<file path="config.mk">
export PLATFORM = sky130hd
export DESIGN_NAME = nal_ram
export DESIGN_NICKNAME = d
export VERILOG_FILES = /design/src/rtl/core/nal_ram.sv
export SDC_FILE = /design/constraint.sdc
export NUM_CORES = 2
export LEC_CHECK = 0
export BUFFER_PORTS_ARGS = -buffer_cell sky130_fd_sc_hd__buf_2
export CORE_UTILIZATION = 49
export CTS_BUF_LIST = sky130_fd_sc_hd__clkbuf_8
export DETAILED_ROUTE_END_ITERATION = 10
export HOLD_SLACK_MARGIN = 0.08
export PLACE_DENSITY = 0.67
export SYNTH_ARGS = -nofsm -noshare
export SYNTH_HDL_FRONTEND = slang
export SYNTH_SLANG_ARGS = --single-unit
</file>
<file path="constraint.sdc">
create_clock -name clk_i -period 5.9 [get_ports clk_i]
set_clock_uncertainty 0.1 [all_clocks]
set_input_delay 0.59 -clock clk_i [delete_from_list [all_inputs] [get_ports clk_i]]
set_output_delay 0.59 -clock clk_i [all_outputs]
set_load 0.02 [all_outputs]
</file>
<file path="src/rtl/core/nal_ram.sv">
// ----------------------------------------------------------------------------
// nal_ram
// Generic single write, single read RAM with registered read data.
// ----------------------------------------------------------------------------
`default_nettype none

module nal_ram #(
  parameter int Width = 64,
  parameter int Depth = 64,
  localparam int AddrW = $clog2(Depth)
) (
  input  logic             clk_i,
  input  logic             we_i,
  input  logic [AddrW-1:0] waddr_i,
  input  logic [Width-1:0] wdata_i,
  input  logic [AddrW-1:0] raddr_i,
  output logic [Width-1:0] rdata_o
);

  logic [Width-1:0] mem_q [Depth];

  always_ff @(posedge clk_i) begin
    if (we_i) begin
      mem_q[waddr_i] <= wdata_i;
    end
    rdata_o <= mem_q[raddr_i];
  end

endmodule

`default_nettype wire

</file>
==> results.sh <==
export IMPL_max_cap_viol_count=0
export IMPL_synth_top_area_cell="edfxtp_1"
export IMPL_clock_path_buffers=4
export IMPL_num_io_pins=142
export IMPL_synth_seq_cells=4160
export IMPL_cp_data_arrival_time_ns=3.87
export IMPL_synth_edf_count=4096
export IMPL_avgSynthCellArea_um2=23.7
export IMPL_power_frac_comb_pct=5.0
export IMPL_p_per_area_nw_per_um2=330
export IMPL_wl_per_cell_um=34.3
export IMPL_grt_pass1_wl_um=582000
export IMPL_status="completed"
export IMPL_synthArstFlopShare_pct=0
export IMPL_port_buffers=141
export IMPL_cts_buffers_inserted=638
export IMPL_p_leak_nw=55.6
export IMPL_ir_drop_mv=0.275
export IMPL_seqPwrFrac_pct=56.6
export IMPL_max_freq_ghz=0.316
export IMPL_ant_nets=0
export IMPL_critical_path_slowest_cell="nor2_4"
export IMPL_rows=207
export IMPL_setup_viol=0
export IMPL_die_y_um=567
export IMPL_fin_setup_tns_ns=0
export IMPL_num_vias=76566
export IMPL_drtIter0Drc=10024
export IMPL_report_final_slew_viol_count=0
export IMPL_gp_congestion=0.798
export IMPL_maxSlewHeadroom_pct=10.8
export IMPL_grt_pass1_vias=78030
export IMPL_grt_ovfl_total=0
export IMPL_post_cts_setup_buffer_count=0
export IMPL_worstSetupPathType="in -> reg"
export IMPL_cts_root_buf="clkbuf_8"
export IMPL_worst_slew_pin_slew_ns=1.34
export IMPL_syn_inst=6598
export IMPL_cp_slowest_stage_delay_ns=0.99
export IMPL_layout_drive_gt1_share_pct=29.4
export IMPL_tritoncts="yes"
export IMPL_yosys_top_cells_area="edfxtp_1 79%, mux4_2 15%, mux2i_1 0.86%"
export IMPL_drc=0
export IMPL_core_um2=318000
export IMPL_grt_max_degree=110
export IMPL_h_tree_depth=6
export IMPL_die_area_um2=321000
export IMPL_synth_top_area_share_pct=78.7
export IMPL_min_period_over_period_pct=53.7
export IMPL_yosys_warnings=0
export IMPL_critPathCaptureType="flop"
export IMPL_hold_class="in -> reg"
export IMPL_grt_setup_unrepaired="false"
export IMPL_cp_cell_sequence="dlygate4sd3_1, buf_2, nor2b_1, nand3_1, nor2_4, buf_4"
export IMPL_syn_num_nets=6676
export IMPL_placed_cells=10783
export IMPL_hold_buffers=65
export IMPL_cts_resized=0
export IMPL_netlist_area_um2=156000
export IMPL_p_sw_share_pct=23.0
export IMPL_synthToLayoutAreaGrowth_pct=12.5
export IMPL_routed_wl_um=412000
export IMPL_pwr_share_clk_pct=38.4
export IMPL_min_period_ns=3.17
export IMPL_critPathMaxFanout=23
export IMPL_p_sw_mw=13.4
export IMPL_cp_start_kind="primary input"
export IMPL_clk_latency_ns=1.24
export IMPL_cts_reportedPaths_clkPinSlew_ns=0.06
export IMPL_initial_core_util_pct=49.2
export IMPL_dp_hpwl_um=223000
export IMPL_ys_types=33
export IMPL_cts_sinks=4160
export IMPL_viasPerCell=6.38
export IMPL_stdcell_count=12005
export IMPL_drtPass1Iterations=5
export IMPL_intPower_mw=44.8
export IMPL_cp_required_ns=6.60
export IMPL_yosysSeqAreaShare_pct=79.5
export IMPL_die_w_um=567
export IMPL_ys_dominant_reg_cell="edfxtp_1"
export IMPL_grtUsageTotal_pct=25.6
export IMPL_hold_viol_final=0
export IMPL_antenna_found_initial=28
export IMPL_nets=7386
-- per-stage QoR --
| stage | area [um2] | hold slack, ns | setup WS (ns) | power, mW | utilization (%) |
|---|---|---|---|---|---|
| 2_1_floorplan | 156000 | 0.589 | 1.18 | 35.0 | - |
| 3_3_place_gp | 163000 | 0.719 | 2.01 | 36.4 | 51.4 |
| 3_5_place_dp | 163000 | 0.726 | 2.02 | 36.4 | 51.4 |
| 4_1_cts | 176000 | 0.0840 | 2.82 | 58.5 | 55.3 |
| 5_1_grt | 176000 | 0.119 | 2.71 | 59.9 | 55.4 |
| 6_report | 176000 | 0.151 | 2.73 | 58.1 | 55.4 |
-- final timing paths --
path / slack [ns] / start / cells past startpoint / endpoint
worst min-delay path: 0.15 / wdata_i[58] / 1 / mem_q[26][58]
worst min register to register: 0.70 / mem_q[47][16] / 4 / rdata_o[16]
worst max-delay path: 2.73 / waddr_i[1] / 6 / mem_q[27][55]
worst max register to register: 3.31 / mem_q[61][47] / 5 / rdata_o[47]
-- cell usage in the layout, fill, tap and decap left out, drive strengths merged, types with 65 or more instances in the layout --
| cell type | synthesis | routed |
|---|---|---|
| nor2 | 112 | 112 |
| buf | 230 | 375 |
| edfxtp | 4096 | 4096 |
| mux2i | 135 | 135 |
| mux4 | 1024 | 1024 |
| a22o | 88 | 88 |
| clkinv | 0 | 212 |
| o22ai | 83 | 83 |
| clkbuf | 140 | 653 |
| inv | 19 | 271 |
| dlygate4sd3 | 0 | 65 |
| a22oi | 168 | 168 |
-- kinds of logic (layout without fill, tap and decap cells) --
kind of cell / Yosys count / in the layout / share of synthesized area, %
buf+inv: 389 / 1589 / 1.18
mux: 1159 / 1159 / 15.6
simple gates: 386 / 386 / 1.24
compound gates: 504 / 504 / 2.48
other cells: 0 / 27 / 0
flops: 4160 / 4160 / 79.5
-- cell usage after synthesis, drive strengths merged, types with 28 or more instances --
cell type	count
o22ai	83
o221ai	38
edfxtp	4096
mux4	1024
or3	29
nand2	58
a211oi	63
nand3	45
a22oi	168
a22o	88
mux2i	135
dfxtp	64
nor2b	28
clkbuf	140
buf	230
or2	28
and3	64
nor2	112
-- worst max-delay path: cells and delay by family --
kind                   cells  cell delay [ns]
AND/OR/NAND/NOR            3             1.76
buffers and inverters      3             1.45
-- registers in the layout, indices dropped and copies added (netlist names) --
name / count
rdata_o: 64
mem_q: 4096
-- per-layer routing --
layer  up-vias  wire (um)  part of all wire, %  GRT usage [%]
li1      30033          -                    -              -
met1     41474     159000                   39           36.0
met2      4387     199000                   48           40.5
met3       662      39300                  9.6           4.75
met4        10      13900                  3.4           9.08
met5         -         65                0.016              0
-- power groups by stage --
| stage | combinational [mW] | sequential [mW] | clock, mW |
|---|---|---|---|
| 3_3_place_gp | 2.83 | 33.5 | 0 |
| 4_1_cts | 2.93 | 32.9 | 22.6 |
| 2_1_floorplan | 1.52 | 33.5 | 0 |
| 3_5_place_dp | 2.89 | 33.5 | 0 |
| 5_1_grt | 3.06 | 32.9 | 23.9 |
| 6_report | 2.91 | 32.9 | 22.3 |
-- cell type report --
| class | count | area, um2 |
|---|---|---|
| Antenna cell | 27 | 67.6 |
| Timing Repair Buffer | 440 | 3760 |
| Clock buffer | 653 | 8990 |
| Fill cell | 23123 | 142000 |
| Multi-Input combinational cell | 2049 | 30800 |
| Sequential cell | 4160 | 124000 |
| Inverter | 19 | 71.3 |
| Clock inverter | 477 | 2770 |
| Tap cell | 4180 | 5230 |
Note: power is estimated with default switching activity, not from simulation.
