===== src/rtl/core/nal_pkg.sv =====
// ----------------------------------------------------------------------------
// nal_pkg
// Shared widths, codes, root and divisor tables and fixed-point helpers of
// the normalised associated Legendre core.
// ----------------------------------------------------------------------------
`default_nettype none

package nal_pkg;

  localparam int MaxDegree = 7;
  localparam int Side      = MaxDegree + 1;
  localparam int DegW      = 3;
  localparam int AddrW     = 6;
  localparam int Depth     = Side * Side;
  localparam int EntryW    = 32;
  localparam int OpW       = 40;
  localparam int AccW      = 2 * OpW;
  localparam int MulSteps  = OpW / 8;
  localparam int RecipSh   = 40;
  localparam int DivW      = 9;
  localparam int CntW      = 6;
  localparam int LatW      = 18;
  localparam int OutW      = 28;
  localparam int CfgIdxW   = 2;
  localparam int CfgDataW  = 3;

  localparam logic [CfgIdxW-1:0] CfgDegreeMax = 2'd0;
  localparam logic [CfgIdxW-1:0] CfgOrderMax  = 2'd1;

  localparam logic signed [OpW-1:0]    One28 = 40'sd268435456;
  localparam logic signed [EntryW-1:0] One24 = 32'sd16777216;

  localparam logic [63:0] Two40 = 64'h100_0000_0000;

  typedef enum logic {
    AluMul,
    AluDiv
  } alu_op_e;

  typedef struct packed {
    logic    go;
    alu_op_e op;
    logic    sh28;
  } alu_ctrl_t;

  // series divisors, index k-1
  localparam logic [DivW-1:0] DivSin [8] = '{9'd6, 9'd20, 9'd42, 9'd72,
                                             9'd110, 9'd156, 9'd210, 9'd272};
  localparam logic [DivW-1:0] DivCos [8] = '{9'd2, 9'd12, 9'd30, 9'd56,
                                             9'd90, 9'd132, 9'd182, 9'd240};

  typedef logic [31:0] root8_t  [Side];
  typedef logic [31:0] root64_t [Depth];

  // rounded-up reciprocal of a series divisor, scaled by 2^40
  function automatic logic [OpW-1:0] recip_div(logic [DivW-1:0] d);
    logic [OpW-1:0] r;
    case (d)
      9'd2:    r = OpW'((Two40 + 64'd1) / 64'd2);
      9'd6:    r = OpW'((Two40 + 64'd5) / 64'd6);
      9'd12:   r = OpW'((Two40 + 64'd11) / 64'd12);
      9'd20:   r = OpW'((Two40 + 64'd19) / 64'd20);
      9'd30:   r = OpW'((Two40 + 64'd29) / 64'd30);
      9'd42:   r = OpW'((Two40 + 64'd41) / 64'd42);
      9'd56:   r = OpW'((Two40 + 64'd55) / 64'd56);
      9'd72:   r = OpW'((Two40 + 64'd71) / 64'd72);
      9'd90:   r = OpW'((Two40 + 64'd89) / 64'd90);
      9'd110:  r = OpW'((Two40 + 64'd109) / 64'd110);
      9'd132:  r = OpW'((Two40 + 64'd131) / 64'd132);
      9'd156:  r = OpW'((Two40 + 64'd155) / 64'd156);
      9'd182:  r = OpW'((Two40 + 64'd181) / 64'd182);
      9'd210:  r = OpW'((Two40 + 64'd209) / 64'd210);
      9'd240:  r = OpW'((Two40 + 64'd239) / 64'd240);
      9'd272:  r = OpW'((Two40 + 64'd271) / 64'd272);
      default: r = '0;
    endcase
    return r;
  endfunction

  function automatic logic [63:0] udiv64(logic [63:0] n, logic [63:0] d);
    logic [63:0] q;
    logic [63:0] r;
    q = '0;
    r = '0;
    for (int b = 63; b >= 0; b--) begin
      r = {r[62:0], n[b]};
      if (r >= d) begin
        r = r - d;
        q[b] = 1'b1;
      end
    end
    return q;
  endfunction

  function automatic logic [63:0] isqrt64(logic [63:0] x);
    logic [63:0] v;
    logic [63:0] res;
    logic [63:0] bv;
    v   = x;
    res = '0;
    bv  = 64'h1 << 62;
    while (bv > v) bv = bv >> 2;
    while (bv != 64'd0) begin
      if (v >= res + bv) begin
        v   = v - (res + bv);
        res = (res >> 1) + bv;
      end else begin
        res = res >> 1;
      end
      bv = bv >> 2;
    end
    return res;
  endfunction

  function automatic logic [31:0] qroot(int num, int den);
    logic [63:0] r;
    r = isqrt64(udiv64(64'(num) << 48, 64'(den)));
    return r[31:0];
  endfunction

  function automatic root8_t build_sect();
    root8_t t;
    for (int d = 0; d < Side; d++) begin
      if (d == 0) t[d] = '0;
      else if (d == 1) t[d] = qroot(3, 1);
      else t[d] = qroot(2 * d + 1, 2 * d);
    end
    return t;
  endfunction

  function automatic root8_t build_sub();
    root8_t t;
    for (int d = 0; d < Side; d++) t[d] = qroot(2 * d + 1, 1);
    return t;
  endfunction

  function automatic root8_t build_b();
    root8_t t;
    for (int i = 0; i < Side; i++) t[i] = (i < 1) ? '0 : qroot(2 * i - 1, 1);
    return t;
  endfunction

  function automatic root64_t build_a();
    root64_t t;
    for (int i = 0; i < Side; i++) begin
      for (int j = 0; j < Side; j++) begin
        if (j + 2 <= i) t[i * Side + j] = qroot(2 * i + 1, (i - j) * (i + j));
        else t[i * Side + j] = '0;
      end
    end
    return t;
  endfunction

  function automatic root64_t build_e();
    root64_t t;
    for (int i = 0; i < Side; i++) begin
      for (int j = 0; j < Side; j++) begin
        if (j + 2 <= i) t[i * Side + j] = qroot((i + j - 1) * (i - j - 1), 2 * i - 3);
        else t[i * Side + j] = '0;
      end
    end
    return t;
  endfunction

  localparam root8_t  RootSect = build_sect();
  localparam root8_t  RootSub  = build_sub();
  localparam root8_t  RootB    = build_b();
  localparam root64_t RootA    = build_a();
  localparam root64_t RootE    = build_e();

  function automatic logic [AddrW-1:0] at_addr(logic [DegW-1:0] d, logic [DegW-1:0] o);
    return AddrW'(int'(d) * Side + int'(o));
  endfunction

  function automatic logic signed [OpW-1:0] ext40(logic signed [EntryW-1:0] v);
    return {{(OpW - EntryW){v[EntryW-1]}}, v};
  endfunction

  function automatic logic signed [OpW-1:0] coef40(logic [31:0] v);
    return {{(OpW - 32){1'b0}}, v};
  endfunction

  function automatic logic signed [EntryW-1:0] sat32(logic signed [OpW-1:0] v);
    logic signed [OpW-1:0] hi;
    logic signed [OpW-1:0] lo;
    hi = 40'sd2147483647;
    lo = -40'sd2147483648;
    if (v > hi) return 32'sh7FFFFFFF;
    if (v < lo) return 32'sh80000000;
    return v[EntryW-1:0];
  endfunction

  function automatic logic signed [OutW-1:0] out28(logic signed [EntryW-1:0] v);
    logic [EntryW:0] mag;
    logic [EntryW:0] rnd;
    logic [EntryW:0] neg;
    mag = v[EntryW-1] ? (~{v[EntryW-1], v} + 33'd1) : {1'b0, v};
    rnd = (mag + 33'd8) >> 4;
    neg = ~rnd + 33'd1;
    if (v[EntryW-1]) return neg[OutW-1:0];
    if (rnd > 33'h7FFFFFF) return 28'sh7FFFFFF;
    return rnd[OutW-1:0];
  endfunction

endpackage

`default_nettype wire


===== src/rtl/core/nal_alu.sv =====
// ----------------------------------------------------------------------------
// nal_alu
// Shared multi-cycle unit: signed multiply with rounding shift (8 bits per
// cycle) and rounded division by a series divisor, done as a multiply by
// its scaled reciprocal on the same datapath.
// ----------------------------------------------------------------------------
`default_nettype none

module nal_alu import nal_pkg::*; (
  input  logic                  clk_i,
  input  logic                  rst_ni,
  input  alu_ctrl_t             ctrl_i,
  input  logic signed [OpW-1:0] a_i,
  input  logic signed [OpW-1:0] b_i,
  output logic                  done_o,
  output logic signed [OpW-1:0] res_o
);

  typedef enum logic [1:0] {
    A_IDLE,
    A_MUL,
    A_FIN
  } alu_st_e;

  alu_st_e           st_q;
  logic [CntW-1:0]   cnt_q;
  logic              neg_q;
  logic              sh28_q;
  logic              div_q;
  logic [OpW-1:0]    am_q;
  logic [OpW-1:0]    bm_q;
  logic [AccW-1:0]   acc_q;
  logic              done_q;
  logic signed [OpW-1:0] res_q;

  logic [OpW-1:0]    a_mag;
  logic [OpW-1:0]    b_mag;
  logic [OpW+7:0]    pp;
  logic [AccW-1:0]   acc_d;
  logic [AccW-1:0]   acc_rnd;
  logic [AccW-1:0]   acc_quo;
  logic [OpW-1:0]    mag;

  always_comb begin
    a_mag   = a_i[OpW-1] ? (~a_i + 1'b1) : a_i;
    b_mag   = b_i[OpW-1] ? (~b_i + 1'b1) : b_i;
    pp      = am_q * bm_q[7:0];
    acc_d   = acc_q + (AccW'(pp) << {cnt_q[2:0], 3'b000});
    if (sh28_q) begin
      acc_rnd = (acc_q + (AccW'(1) << 27)) >> 28;
    end else begin
      acc_rnd = (acc_q + (AccW'(1) << 23)) >> 24;
    end
    acc_quo = acc_q >> RecipSh;
    mag = div_q ? acc_quo[OpW-1:0] : acc_rnd[OpW-1:0];
  end

  always_ff @(posedge clk_i or negedge rst_ni) begin
    if (!rst_ni) begin
      st_q   <= A_IDLE;
      cnt_q  <= '0;
      done_q <= 1'b0;
    end else begin
      done_q <= 1'b0;
      case (st_q)
        A_IDLE: begin
          if (ctrl_i.go) begin
            cnt_q  <= '0;
            sh28_q <= ctrl_i.sh28;
            acc_q  <= '0;
            if (ctrl_i.op == AluDiv) begin
              div_q <= 1'b1;
              neg_q <= a_i[OpW-1];
              am_q  <= a_mag + OpW'(b_i[DivW-1:1]);
              bm_q  <= recip_div(b_i[DivW-1:0]);
            end else begin
              div_q <= 1'b0;
              neg_q <= a_i[OpW-1] ^ b_i[OpW-1];
              am_q  <= a_mag;
              bm_q  <= b_mag;
            end
            st_q <= A_MUL;
          end
        end
        A_MUL: begin
          acc_q <= acc_d;
          bm_q  <= bm_q >> 8;
          cnt_q <= cnt_q + 1'b1;
          if (cnt_q == CntW'(MulSteps - 1)) st_q <= A_FIN;
        end
        A_FIN: begin
          res_q  <= neg_q ? -$signed(mag) : $signed(mag);
          done_q <= 1'b1;
          st_q   <= A_IDLE;
        end
        default: st_q <= A_IDLE;
      endcase
    end
  end

  assign done_o = done_q;
  assign res_o  = res_q;

endmodule

`default_nettype wire


===== config.mk =====
export PLATFORM = sky130hd
export DESIGN_NAME = nal_alu
export DESIGN_NICKNAME = d
export VERILOG_FILES = /design/src/rtl/core/nal_pkg.sv /design/src/rtl/core/nal_alu.sv
export SDC_FILE = /design/constraint.sdc
export NUM_CORES = 2
export LEC_CHECK = 0
export BUFFER_PORTS_ARGS = -buffer_cell sky130_fd_sc_hd__buf_2
export CAP_MARGIN = 20
export CORE_UTILIZATION = 53
export CTS_CLUSTER_SIZE = 28
export DETAILED_ROUTE_END_ITERATION = 16
export GPL_ROUTABILITY_DRIVEN = 0
export PLACE_DENSITY_LB_ADDON = 0.08
export SLEW_MARGIN = 20
export SYNTH_ARGS = -nofsm -noshare
export SYNTH_HDL_FRONTEND = slang
export SYNTH_SLANG_ARGS = --single-unit

===== constraint.sdc =====
create_clock -name clk_i -period 9.2 [get_ports clk_i]
set_input_delay 1.84 -clock clk_i [delete_from_list [all_inputs] [get_ports clk_i]]
set_output_delay 1.84 -clock clk_i [all_outputs]
set_load 0.005 [all_outputs]

==> results.toml <==
[grt]
grt.total_usage_pct = 30.0
antenna_found_initial = 1
grt_max_degree = 89
grt_pass1_wl_um = 139000
overflow = 0
top_usage_layer = "met2"
grt_pass1_vias = 26054
grt_util_met2_pct = 49.7
use_met1_pct = 40.3
gr-usage-met3_pct = 3.59

[yosys]
netlist_area_sq_mm = 0.0303
synth_top_area_cell = "edfxtp_1"
yosys.area_share.simple_pct = 22.2
synthFlopType = "edfxtp_1"
ys_async_sr_fraction_pct = 4.25
synth-edff-count = 203
synth_compound_area_share_pct = 17.7
synthMuxAreaShare_pct = 2.84
ys_seq_area_share_pct = 20.9
yosysMostFrequentCell = "nand2_1"
ys_warn_count = 0
synthAdderAreaFrac_pct = 21.9
synth_common_cells = "386 x nand2_1, 306 x inv_1, 276 x nor2_1"
synth_top_area_share_pct = 20.1
syn-num-nets = 4102
synth_xor_area_share_pct = 8.25
synth_top_cells_by_area = "edfxtp_1 20%, fa_1 15%, ha_1 6.7%"
ys_types = 101
syn_avg_cell_area_sq_um = 8.35
ys_seq_elements = 212
synthCells = 3625
synth_top_family_by_area = "simple AND/OR/NAND/NOR gates"

[floorplan]
ios = 126
die_x_um = 241
core_region_area_sq_mm = 0.0564
num_rows = 87
die_area_sq_mm = 0.0581
initial_core_util_pct = 53.7
die_h_um = 241

[clock_tree]
htree_levels = 1
clock_latency_ps = 620
clk_path_buf_depth = 3
cts_tree = "built"
cts-root-buf = "clkbuf_16"
clk_pin_slew_ps = 60
ctsHoldBuffers = 0
numCtsBuffers = 29
numClockSinks = 212

[hold_path]
hold_path.class = "reg -> reg"

[setup_path]
cp.arrival_ps = 9250
required_ps = 9550
crit_type = "reg -> reg"
cp-end-kind = "register"
slowest_stage = "fa_1"
path_max_fanout = 7
cp_slowest_stage_delay_ps = 550
critPathLaunchType = "register"
crit_path_frequent_cell = "fa_1"

[sta]
maxSlewHeadroom_pct = 26.8
rsz0062_at_grt = "true"
max_slew.worst_pin.slew_ps = 1100
finClkSkew_ps = 21.7
fmax_mhz = 112
min_period_ps = 8900
finalCritPeriodShare_pct = 96.7
finalHoldViolCount = 0
finalSetupViolations = 0
maxSlewViolCount = 0

[layout]
area_growth_pct = 8.15
design_area_sq_mm = 0.0327
final_nets = 4131
fill_cells = 5233
drive_above_1_share_pct = 9.22

[detailed_routing]
drt-vias-per-instance = 6.12
wl_um = 87600
wl_per_cell_um = 19.8
dr_total_vias = 27132
first_iter_violations = 2163
detail_route.first_pass.iterations = 7
ant_nets = 0
route.detailed.drc = 0

[place]
port_buffers = 125
post_dp_cell_area_sq_mm = 0.0314
dpl.hpwl_um = 68900

[job]
drv_cap = 0

[status]
status = "finished, final reports clean"
==> stage by stage <==
stage	instances	TNS [ps]	hold WS (ps)	setup slack, ps	utilization [%]
after global routing	4433	-161	524	-49.6	58.0
after global placement	4352	0	470	214	55.6
after detailed placement	4352	0	480	22.0	55.6
after CTS	4406	0	494	120	57.4
after floorplan	3625	0	453	1060	-
final	4434	0	496	302	58.0
==> final timing paths <==
path                       startpoint        end  depth (start not counted)  slack, ps
min reg2reg                  cnt_q[5]   cnt_q[5]                          1        500
min in group asynchronous      rst_ni   cnt_q[0]                          1       1080
max                           bm_q[7]  acc_q[73]                         31        300
max in group asynchronous      rst_ni   cnt_q[2]                          1       7880
min                          cnt_q[5]   cnt_q[5]                          1        500
max reg2reg                   bm_q[7]  acc_q[73]                         31        300
==> kinds of logic (layout without fill, tap and decap cells) <==
kind of cell / Yosys count / after routing
and+or+nand+nor: 1333 / 1333
AOI/OAI and AO/OA: 827 / 827
buffers and inverters: 493 / 545
adders and majority gates: 392 / 392
xor gates and xnor gates: 285 / 285
DFF: 212 / 212
muxes: 83 / 83
other: 0 / 1
==> registers in the layout (all words and copies together), names as in the netlist, 2 cells and up <==
signal and flops:
acc_q 80, am_q 40, bm_q 40, cnt_q 6, res_o 40, st_q 2
==> timing repair <==
| action | CTS | global route |
|---|---|---|
| setup buffers | 0 | 26 |
| gates resized for setup | 1 | 51 |
| pin swaps | 0 | 7 |
| setup endpoints to repair | 1 | 24 |
==> worst max-delay path: cells and delay by family, from the launching register on <==
kind,cells,cell delay [ps]
AO/OA/AOI/OAI,15,3780
adder cells (fa/ha/maj),6,2810
AND/OR/NAND/NOR,4,570
flip-flops,1,510
buffers and inverters,4,490
XOR/XNOR,2,460
==> per-layer routing <==
metal	part of all wire, %	wire length (um)
met1	43	37300
met2	46	40500
met3	7.2	6300
met4	4.0	3490
met5	0.013	11
==> layout make-up <==
type / instances / area, sq um / area share (%)
Antenna cell: 1 / 2.50 / 0.00765
Clock inverter: 24 / 244 / 0.746
Clock buffer: 30 / 729 / 2.23
Tap cell: 756 / 946 / 2.89
Inverter: 308 / 1160 / 3.53
Sequential cell: 212 / 6320 / 19.3
Timing Repair Buffer: 183 / 1080 / 3.30
Multi-Input combinational cell: 2920 / 22200 / 68.0
==> layout by cell type, fill, tap and decap left out, types with 21 or more instances in the layout <==
master	Yosys	layout
fa_1	230	230
a31oi_1	35	33
nand4_1	53	53
nor3_1	51	49
a21o_1	85	85
o21a_1	31	31
nand3_1	91	90
and2_1	269	268
o31ai_1	38	38
and3_1	22	22
nor2_1	276	272
inv_1	306	306
mux2i_1	59	57
buf_2	6	128
o21ai_0	206	193
mux2_2	24	24
or3_1	23	23
a211oi_1	24	21
clkbuf_16	0	29
xor2_1	132	132
ha_1	162	158
buf_4	5	51
o21bai_1	30	30
edfxtp_1	203	203
xnor2_1	153	152
a21oi_1	200	191
nand2b_1	23	22
nand2_1	386	386
Power is not shown: default switching activity piles up to over one toggle a cycle in this logic, so the estimate is an artifact.
